**src/design/fucbp_pkg.sv**
```systemverilog
// Package for the fixed-width / unary code bit packer.
// Holds widths, sequencer step and branch codes, and the microcode table.
// No dependencies.
package fucbp_pkg;

  localparam int CODE_W        = 16;
  localparam int CFG_W         = 5;
  localparam int BYTE_W        = 8;
  localparam int FILL_W        = 3;
  localparam int REM_W         = 9;
  localparam int TAKE_W        = 4;
  localparam int MAX_CODE_BITS = 16;
  localparam int MAX_UNARY     = 255;
  localparam logic [CFG_W-1:0] CODE_WIDTH_RST = 5'd8;

  localparam int STEP_W = 2;
  localparam logic [STEP_W-1:0] STEP_FETCH = 2'd0;
  localparam logic [STEP_W-1:0] STEP_CHUNK = 2'd1;
  localparam logic [STEP_W-1:0] STEP_FLUSH = 2'd2;
  localparam logic [STEP_W-1:0] STEP_SPARE = 2'd3;

  localparam int SEQ_W = 2;
  localparam logic [SEQ_W-1:0] SEQ_DISPATCH = 2'd0;
  localparam logic [SEQ_W-1:0] SEQ_UNTIL    = 2'd1;
  localparam logic [SEQ_W-1:0] SEQ_GOTO     = 2'd2;

  typedef struct packed {
    logic              in_rdy;
    logic              chunk_en;
    logic              flush_en;
    logic [SEQ_W-1:0]  seq;
    logic [STEP_W-1:0] target;
    logic [STEP_W-1:0] alt_target;
  } ctrl_t;

  function automatic ctrl_t ucode(input logic [STEP_W-1:0] step);
    ctrl_t c;
    c = '{in_rdy: 1'b0, chunk_en: 1'b0, flush_en: 1'b0, seq: SEQ_GOTO,
          target: STEP_FETCH, alt_target: STEP_FETCH};
    case (step)
      STEP_FETCH: begin
        c.in_rdy     = 1'b1;
        c.seq        = SEQ_DISPATCH;
        c.target     = STEP_CHUNK;
        c.alt_target = STEP_FLUSH;
      end
      STEP_CHUNK: begin
        c.chunk_en = 1'b1;
        c.seq      = SEQ_UNTIL;
        c.target   = STEP_FETCH;
      end
      STEP_FLUSH: begin
        c.flush_en = 1'b1;
        c.seq      = SEQ_GOTO;
        c.target   = STEP_FETCH;
      end
      default: begin
        c.seq    = SEQ_GOTO;
        c.target = STEP_FETCH;
      end
    endcase
    return c;
  endfunction

endpackage

```
**src/design/fucbp_if.sv**
```systemverilog
// Channel interfaces for the bit packer: input codes, packed bytes, width config.
// Depends on fucbp_pkg for field widths.
interface fucbp_in_if import fucbp_pkg::*; ();
  logic              valid;
  logic              ready;
  logic [CODE_W-1:0] code_value;
  logic              finish;
  modport source (output valid, code_value, finish, input ready);
  modport sink (input valid, code_value, finish, output ready);
endinterface

interface fucbp_out_if import fucbp_pkg::*; ();
  logic              valid;
  logic              ready;
  logic [BYTE_W-1:0] out_byte;
  logic              last_of_run;
  modport source (output valid, out_byte, last_of_run, input ready);
  modport sink (input valid, out_byte, last_of_run, output ready);
endinterface

interface fucbp_cfg_if import fucbp_pkg::*; ();
  logic             valid;
  logic             ready;
  logic [CFG_W-1:0] code_width;
  modport source (output valid, code_width, input ready);
  modport sink (input valid, code_width, output ready);
endinterface

```
**src/design/fixed_or_unary_code_bit_packer_top.sv**
```systemverilog
// Top level of the MSB-first bit packer for fixed-width or unary codes.
// Depends on fucbp_pkg and the channel interfaces in fucbp_if.sv.
//
//   channel   dir  payload                    request taken when
//   in_req    in   code_value[15:0], finish   valid & ready
//   out_req   out  out_byte[7:0], last_of_run valid & ready
//   cfg_req   in   code_width[4:0]            valid & ready (ready always high)
//
// The fetch step takes a request, then each chunk step moves up to the bits left
// in the current byte until the code is spent; a finish goes to the flush step.
// A full output register stalls the step that would emit into it.
// Reset (rst_n low, synchronous) clears the packer and sets code_width to 8.
module fixed_or_unary_code_bit_packer_top import fucbp_pkg::*; (
  input  logic        clk,
  input  logic        rst_n,
  fucbp_in_if.sink    in_req,
  fucbp_out_if.source out_req,
  fucbp_cfg_if.sink   cfg_req
);

  logic [STEP_W-1:0] step_r, step_nxt;
  logic [CFG_W-1:0]  width_r;
  logic [CODE_W-1:0] code_r, code_nxt;
  logic              unary_r, unary_nxt;
  logic [REM_W-1:0]  rem_r, rem_nxt;
  logic [BYTE_W-1:0] pend_r, pend_nxt;
  logic [FILL_W-1:0] fill_r, fill_nxt;
  logic              ovalid_r, ovalid_nxt;
  logic [BYTE_W-1:0] obyte_r, obyte_nxt;
  logic              olast_r, olast_nxt;

  ctrl_t             ctrl;
  logic              accept;
  logic              out_busy;
  logic              stall;
  logic              emit;
  logic [TAKE_W-1:0] room;
  logic [TAKE_W-1:0] take;
  logic [TAKE_W-1:0] shamt;
  logic [REM_W-1:0]  left;
  logic [BYTE_W-1:0] mask;
  logic [CODE_W-1:0] shifted;
  logic [BYTE_W-1:0] chunk;
  logic [BYTE_W-1:0] pend_new;
  logic [TAKE_W-1:0] fill_new;
  logic              full;
  logic [REM_W-1:0]  width_rem;
  logic [REM_W-1:0]  unary_rem;

  assign ctrl     = ucode(step_r);
  assign accept   = in_req.valid && ctrl.in_rdy;
  assign out_busy = ovalid_r && !out_req.ready;

  assign in_req.ready        = ctrl.in_rdy;
  assign cfg_req.ready       = 1'b1;
  assign out_req.valid       = ovalid_r;
  assign out_req.out_byte    = obyte_r;
  assign out_req.last_of_run = olast_r;

  assign width_rem = (width_r > CFG_W'(MAX_CODE_BITS)) ? REM_W'(MAX_CODE_BITS)
                                                       : REM_W'(width_r);
  assign unary_rem = (in_req.code_value > CODE_W'(MAX_UNARY))
                     ? REM_W'(MAX_UNARY + 1)
                     : REM_W'(in_req.code_value[BYTE_W-1:0]) + REM_W'(1);

  always_comb begin
    room     = TAKE_W'(BYTE_W) - TAKE_W'(fill_r);
    take     = (rem_r < REM_W'(room)) ? rem_r[TAKE_W-1:0] : room;
    left     = rem_r - REM_W'(take);
    shamt    = room - take;
    mask     = BYTE_W'((9'd1 << take) - 9'd1);
    shifted  = code_r >> left[TAKE_W-1:0];
    if (unary_r) begin
      chunk = mask & ~{{(BYTE_W-1){1'b0}}, (left == '0)};
    end else begin
      chunk = shifted[BYTE_W-1:0] & mask;
    end
    pend_new = pend_r | (chunk << shamt[FILL_W-1:0]);
    fill_new = TAKE_W'(fill_r) + take;
    full     = (fill_new == TAKE_W'(BYTE_W));
  end

  always_comb begin
    step_nxt   = step_r;
    code_nxt   = code_r;
    unary_nxt  = unary_r;
    rem_nxt    = rem_r;
    pend_nxt   = pend_r;
    fill_nxt   = fill_r;
    obyte_nxt  = obyte_r;
    olast_nxt  = olast_r;
    emit       = 1'b0;
    stall      = 1'b0;

    if (accept && !in_req.finish) begin
      code_nxt  = in_req.code_value;
      unary_nxt = (width_r == '0);
      rem_nxt   = (width_r == '0) ? unary_rem : width_rem;
    end

    if (ctrl.chunk_en) begin
      stall = full && out_busy;
      if (!stall) begin
        rem_nxt = left;
        if (full) begin
          emit      = 1'b1;
          obyte_nxt = pend_new;
          olast_nxt = (left < REM_W'(BYTE_W));
          pend_nxt  = '0;
          fill_nxt  = '0;
        end else begin
          pend_nxt = pend_new;
          fill_nxt = fill_new[FILL_W-1:0];
        end
      end
    end

    if (ctrl.flush_en) begin
      stall = (fill_r != '0) && out_busy;
      if (!stall) begin
        if (fill_r != '0) begin
          emit      = 1'b1;
          obyte_nxt = pend_r;
          olast_nxt = 1'b1;
        end
        pend_nxt = '0;
        fill_nxt = '0;
      end
    end

    case (ctrl.seq)
      SEQ_DISPATCH: begin
        if (accept) begin
          step_nxt = in_req.finish ? ctrl.alt_target : ctrl.target;
        end
      end
      SEQ_UNTIL: begin
        if (!stall && left == '0) begin
          step_nxt = ctrl.target;
        end
      end
      SEQ_GOTO: begin
        if (!stall) begin
          step_nxt = ctrl.target;
        end
      end
      default: step_nxt = STEP_FETCH;
    endcase

    ovalid_nxt = out_busy || emit;
  end

  always_ff @(posedge clk) begin
    if (!rst_n) begin
      step_r   <= STEP_FETCH;
      width_r  <= CODE_WIDTH_RST;
      rem_r    <= '0;
      pend_r   <= '0;
      fill_r   <= '0;
      ovalid_r <= 1'b0;
    end else begin
      step_r   <= step_nxt;
      rem_r    <= rem_nxt;
      pend_r   <= pend_nxt;
      fill_r   <= fill_nxt;
      ovalid_r <= ovalid_nxt;
      if (cfg_req.valid) begin
        width_r <= cfg_req.code_width;
      end
    end
  end

  always_ff @(posedge clk) begin
    code_r  <= code_nxt;
    unary_r <= unary_nxt;
    obyte_r <= obyte_nxt;
    olast_r <= olast_nxt;
  end

  a_accept_drained: assert property (@(posedge clk) disable iff (!rst_n)
    accept |-> rem_r == '0)
    else $error("request taken while code bits remain");

  a_chunk_has_bits: assert property (@(posedge clk) disable iff (!rst_n)
    step_r == STEP_CHUNK |-> rem_r != '0)
    else $error("chunk step with no bits left");

  a_flush_clears: assert property (@(posedge clk) disable iff (!rst_n)
    (step_r == STEP_FLUSH && !stall) |=> (fill_r == '0 && pend_r == '0))
    else $error("packer not cleared after finish");

  a_emit_space: assert property (@(posedge clk) disable iff (!rst_n)
    emit |-> !out_busy)
    else $error("byte emitted into occupied output register");

endmodule
```
**src/flat_wrapper.sv**
```systemverilog
// flat-port wrapper written by rule: the top's interface ports become plain ports
module fixed_or_unary_code_bit_packer_top_flat import fucbp_pkg::*;
  (clk, rst_n, in_req_valid, in_req_code_value, in_req_finish, in_req_ready, out_req_valid, out_req_out_byte, out_req_last_of_run, out_req_ready, cfg_req_valid, cfg_req_code_width, cfg_req_ready);
  fucbp_in_if in_req_i ();
  fucbp_out_if out_req_i ();
  fucbp_cfg_if cfg_req_i ();
  input  logic clk;
  input  logic rst_n;
  input wire logic [$bits(in_req_i.valid)-1:0] in_req_valid;
  input wire logic [$bits(in_req_i.code_value)-1:0] in_req_code_value;
  input wire logic [$bits(in_req_i.finish)-1:0] in_req_finish;
  output wire logic [$bits(in_req_i.ready)-1:0] in_req_ready;
  output wire logic [$bits(out_req_i.valid)-1:0] out_req_valid;
  output wire logic [$bits(out_req_i.out_byte)-1:0] out_req_out_byte;
  output wire logic [$bits(out_req_i.last_of_run)-1:0] out_req_last_of_run;
  input wire logic [$bits(out_req_i.ready)-1:0] out_req_ready;
  input wire logic [$bits(cfg_req_i.valid)-1:0] cfg_req_valid;
  input wire logic [$bits(cfg_req_i.code_width)-1:0] cfg_req_code_width;
  output wire logic [$bits(cfg_req_i.ready)-1:0] cfg_req_ready;
  assign in_req_i.valid = in_req_valid;
  assign in_req_i.code_value = in_req_code_value;
  assign in_req_i.finish = in_req_finish;
  assign in_req_ready = in_req_i.ready;
  assign out_req_valid = out_req_i.valid;
  assign out_req_out_byte = out_req_i.out_byte;
  assign out_req_last_of_run = out_req_i.last_of_run;
  assign out_req_i.ready = out_req_ready;
  assign cfg_req_i.valid = cfg_req_valid;
  assign cfg_req_i.code_width = cfg_req_code_width;
  assign cfg_req_ready = cfg_req_i.ready;
  fixed_or_unary_code_bit_packer_top u_core (.clk(clk), .rst_n(rst_n), .in_req(in_req_i), .out_req(out_req_i), .cfg_req(cfg_req_i));
endmodule
```
**config.mk**
```make
export PLATFORM = sky130hd
export DESIGN_NAME = fixed_or_unary_code_bit_packer_top_flat
export DESIGN_NICKNAME = d
export VERILOG_FILES = /design/src/design/fucbp_pkg.sv /design/src/design/fucbp_if.sv /design/src/design/fixed_or_unary_code_bit_packer_top.sv /design/src/flat_wrapper.sv
export SDC_FILE = /design/constraint.sdc
export NUM_CORES = 1
export LEC_CHECK = 0
export BUFFER_PORTS_ARGS = -buffer_cell sky130_fd_sc_hd__buf_2
export CORE_MARGIN = 4
export CORE_UTILIZATION = 35
export CTS_BUF_LIST = sky130_fd_sc_hd__clkbuf_8
export DETAILED_ROUTE_END_ITERATION = 16
export HOLD_SLACK_MARGIN = 0.08
export PLACE_DENSITY_LB_ADDON = 0.2
export SLEW_MARGIN = 15
export SYNTH_ARGS = -nofsm -noshare
export SYNTH_HDL_FRONTEND = slang
export SYNTH_SLANG_ARGS = --single-unit
```
**constraint.sdc**
```tcl
create_clock -name clk -period 10.99 [get_ports clk]
set_input_delay 1.6485 -clock clk [delete_from_list [all_inputs] [get_ports clk]]
set_output_delay 1.6485 -clock clk [all_outputs]
set_load 0.05 [all_outputs]
```
==> impl_results.md <==
* ANT nets after route at 0
* Pwr per Cell Area at 213 nW/um^2
* Final net count at ~600
* Final setup viols at 0
* Top achievable clock speed at around 150 MHz
* Starting utilization of the core area at 35.6%
* Combined area of all synthesized cells at 4470 um^2
* Top cells by area, synth: dfxtp_1 (17%), edfxtp_1 (11%), mux2i_1 (6.9%), ha_1 (5.0%), nor2_1 (4.7%)
* Reg2reg setup slack at ~4.2 ns
* Count of maximum capacitance violations at 0
* Synthesized netlist cell count at 519
* Cell type with the highest occurrence count on the critical path: ha_1
* Dominant cell by count in the synthesized netlist: nor2_1
* TritonCTS clock tree: built
* Full die area at between 10,000 and 15,000 um^2
* Final core occ at about two fifths
* Total area of sequential cells at around 1300 um^2
* Hold path startpoint: u_core.pend_r[2]$_SDFF_PN0_
* Critical path's largest stage delay at 0.85 ns
* Number of enable-type register cells in the synthesized netlist at 17
* Worst Reg2Reg Path Length in Cells at 22
* CTS sink count at 54
* Global placement routability congestion at between 0.9 and 1
* WL per Instance at between 15 and 20 um
* Type of origin of the critical path: flop
* Hold violation total from the final report at 0
* Resized Gates After CTS at 0
* Vias in the first global route at roughly 4,100
* Vertical die dimension at approximately 120 um
* # port buffers at 37
* Cell leakage power at 1.82 nW
* Least-Margin Pin Slew at approximately 1.0 ns
* Worst ir drop on vdd at around 81 uV
* Die Wd at ~120 um
* Largest net degree at the start of global routing at 25
* Worst reg2reg startpoint: u_core.fill_r[0]$_SDFF_PN0_
* Clock root buffer: clkbuf_8
* Half-perimeter wire length of the detailed placement result at approximately 10,000 um
* Endpoint of the worst register-to-register path: u_core.out_req.out_byte[2]$_DFF_P_
* Quantity of hold-fixing buffers added after cts at 0
* Final clock skew at 0.0145 ns
* Setup repair after global routing missed its margin: no
* Vias per cell at between 5 and 6
* Largest fanout on the critical path at 21
* Result of the run: complete, no violations
* Number of levels in the clock H-tree at 2
* Mean cell area of the mapped netlist at 8.62 um^2
* Io pins at 39
* Crit path DAT at 6.94 ns
* Clock slew at reported path FFs at ~0.090 ns
* Hold Path Class: reg2reg
* TNS Setup at 0 ns
* Filler cells at about 1,300
* Hold Crit Depth at 2
* Most used flip-flop cell after synthesis: dfxtp_1
* Drt total wl at ~13,000 um
* Library cells used by synthesis at 84
* Total grt overflow at 0
* Leading cell types by count after synthesis: nor2_1 (56), nand2_1 (39), dfxtp_1 (37)
* Global-route wire length before repair at approximately 21,000 um
* Area of the core at 12,600 um^2
* Endpoint of the worst hold-timing path: u_core.pend_r[2]$_SDFF_PN0_
* # placed instances at 704
* FF+latch count, synth at 54
* Worst path buffer plus inverter count at 3
* Antenna cells at 0
* Number of antenna violations at the first check in global routing at 0
* Proportion of layout cells with a drive suffix above 1 at 15.0%
* Worst hold slack at about 0.46 ns
* Worst path top cell family by delay: compound AO/OA/AOI/OAI gates
* Global routing usage summed across all routing layers at between 15 and 20%
* Post-CTS setup repair buffer count at 0
* Synth top area share at about 17%
* Number of max-slew violations in the final report at 0
* Number of detailed-routing iterations run before antenna repair at 4
* Cell type with the largest total area after synthesis: dfxtp_1
* Starting DRT DRC Count at between 300 and 400
* Cell type of the slowest stage on the worst timing path: ha_1
* Number of remaining DRC errors at 0
* Area overhead of the layout relative to synthesis at 8.00%
* Period utilization at 61.3%
* Synth Net Count at 564
* Number of buffers on the longest clock path at 2
* Clock period minus worst slack at a little under 7 ns
* Latest clock arrival within the worst-skew pair at about 0.32 ns
* Number of clock buffers inserted by TritonCTS at 5
* Sequential share of the synthesized area at between 20% and 30%
* WS Path Type: reg2reg
* Post-route cell area at roughly 4800 um^2
* Total cell area at the placement stage at 4750 um^2
* Row count at 41
* Data required time at the worst endpoint at about 11 ns
* Area used by multi-input combinational logic at about 3000 um^2
* Post-Layout Cell Count at 712
* Count of synthesis-stage warnings from yosys at 0
* Worst path cell trace: inv_1 > ha_1 > ha_1 > inv_1 > ha_1 > a21oi_1 > o21ai_2 > a21oi_2 > mux2i_1 > ha_1 > inv_1 > ha_1 > mux2_2 > a22o_1 > a2111oi_0 > a221oi_1 > o2111ai_1 > o2111a_1 > nor3_2 > or2_1 > o2111ai_1 > a31oi_1
* Critical path capture point type: flop
* Synth async-reset ratio at 0%
* DR vias at roughly 4,200
* Max-slew headroom at the worst pin at approximately 32%
-- cell type report --
type                    instances  share of cell area, %
clock buffers                   5                   1.42
multi-input cells             417                   62.3
flip-flops and latches         54                   25.9
clock inverters                 3                  0.233
well taps                     172                   4.46
inverters                      24                   1.87
repair buffers                 37                   3.83
-- metrics by stage --
stage | power [mW] | setup slack, ns
after CTS | 1.02 | 4.27
after global placement | 0.913 | 4.59
after floorplan | 0.770 | 5.52
after global routing | 1.10 | 3.72
final | 1.03 | 4.25
after detailed placement | 0.913 | 4.32
-- flip-flops by register name, indices dropped and copies added (netlist names) --
signal / flops
u_core.code_r: 16
u_core.rem_r: 9
u_core.out_req.out_byte: 8
u_core.pend_r: 8
u_core.width_r: 5
u_core.fill_r: 3
u_core.step_r: 2
u_core.out_req.last_of_run: 1
u_core.out_req.valid: 1
u_core.unary_r: 1
-- power breakdown --
group	total (mW)	leakage [nW]	switching, mW	internal, mW
logic	0.662	1.30	0.433	0.229
registers	0.262	0.462	0.0257	0.236
clock network	0.108	0.0519	0.0650	0.0427
total	1.03	1.82	0.524	0.507
-- metal layers --
metal	vias to the layer above	routed length (um)	GRT usage [%]
li1	2042	-	-
met2	118	5940	28.5
met1	2051	6180	25.1
met3	29	555	1.86
met4	0	414	7.72
met5	-	0	0
-- worst min-delay path, delay by kind of cell, from the launching register on --
| kind | cells | cell delay [ns] |
|---|---|---|
| compound gates | 1 | 0.06 |
| flops | 1 | 0.30 |
| buf+inv | 1 | 0.06 |
-- cells in the final DEF, fill, tap and decap left out, drive strengths merged, types with 5 or more instances in the layout --
cell type and n:
a2111oi 8, a31oi 6, inv 26, mux4 7, a211oi 18, clkbuf 5, nand3 17, o211ai 17
nand2b 9, o21ai 23, nor2 56, nor4 7, nor3 16, edfxtp 17, a21oi 28, xnor2 7
a221oi 5, o21a 5, buf 37, xor2 7, nor3b 5, ha 18, nand2 40, dfxtp 37
nor2b 7, o22ai 7, mux2i 31, a22oi 7, or3 6
-- how the worst max path moves through the flow --
stage / from / to / slack (ns) / cells after the start
detailed placement: u_core.fill_r[0]$_SDFF_PN0_ / u_core.out_req.out_byte[2]$_DFF_P_ / 4.32 / 22
CTS: u_core.fill_r[0]$_SDFF_PN0_ / u_core.out_req.out_byte[2]$_DFF_P_ / 4.27 / 22
floorplan: u_core.fill_r[0]$_SDFF_PN0_ / u_core.out_req.out_byte[2]$_DFF_P_ / 5.52 / 24
global placement: u_core.fill_r[0]$_SDFF_PN0_ / u_core.out_req.out_byte[2]$_DFF_P_ / 4.59 / 22
finish: u_core.fill_r[0]$_SDFF_PN0_ / u_core.out_req.out_byte[2]$_DFF_P_ / 4.25 / 22
global route: u_core.fill_r[0]$_SDFF_PN0_ / u_core.out_req.out_byte[2]$_DFF_P_ / 3.72 / 22
-- cells by family after synthesis --
family / Yosys count / synth area share, %
buffers and inverters: 48 / 4.76
other: 1 / 0.0839
AO/OA/AOI/OAI: 156 / 26.3
AND/OR/NAND/NOR: 186 / 21.6
flip-flops: 54 / 28.0
XOR/XNOR: 14 / 2.74
multiplexers: 42 / 11.5
adder cells (fa/ha/maj): 18 / 5.04
No activity file was read; power rests on OpenSTA's default activity.
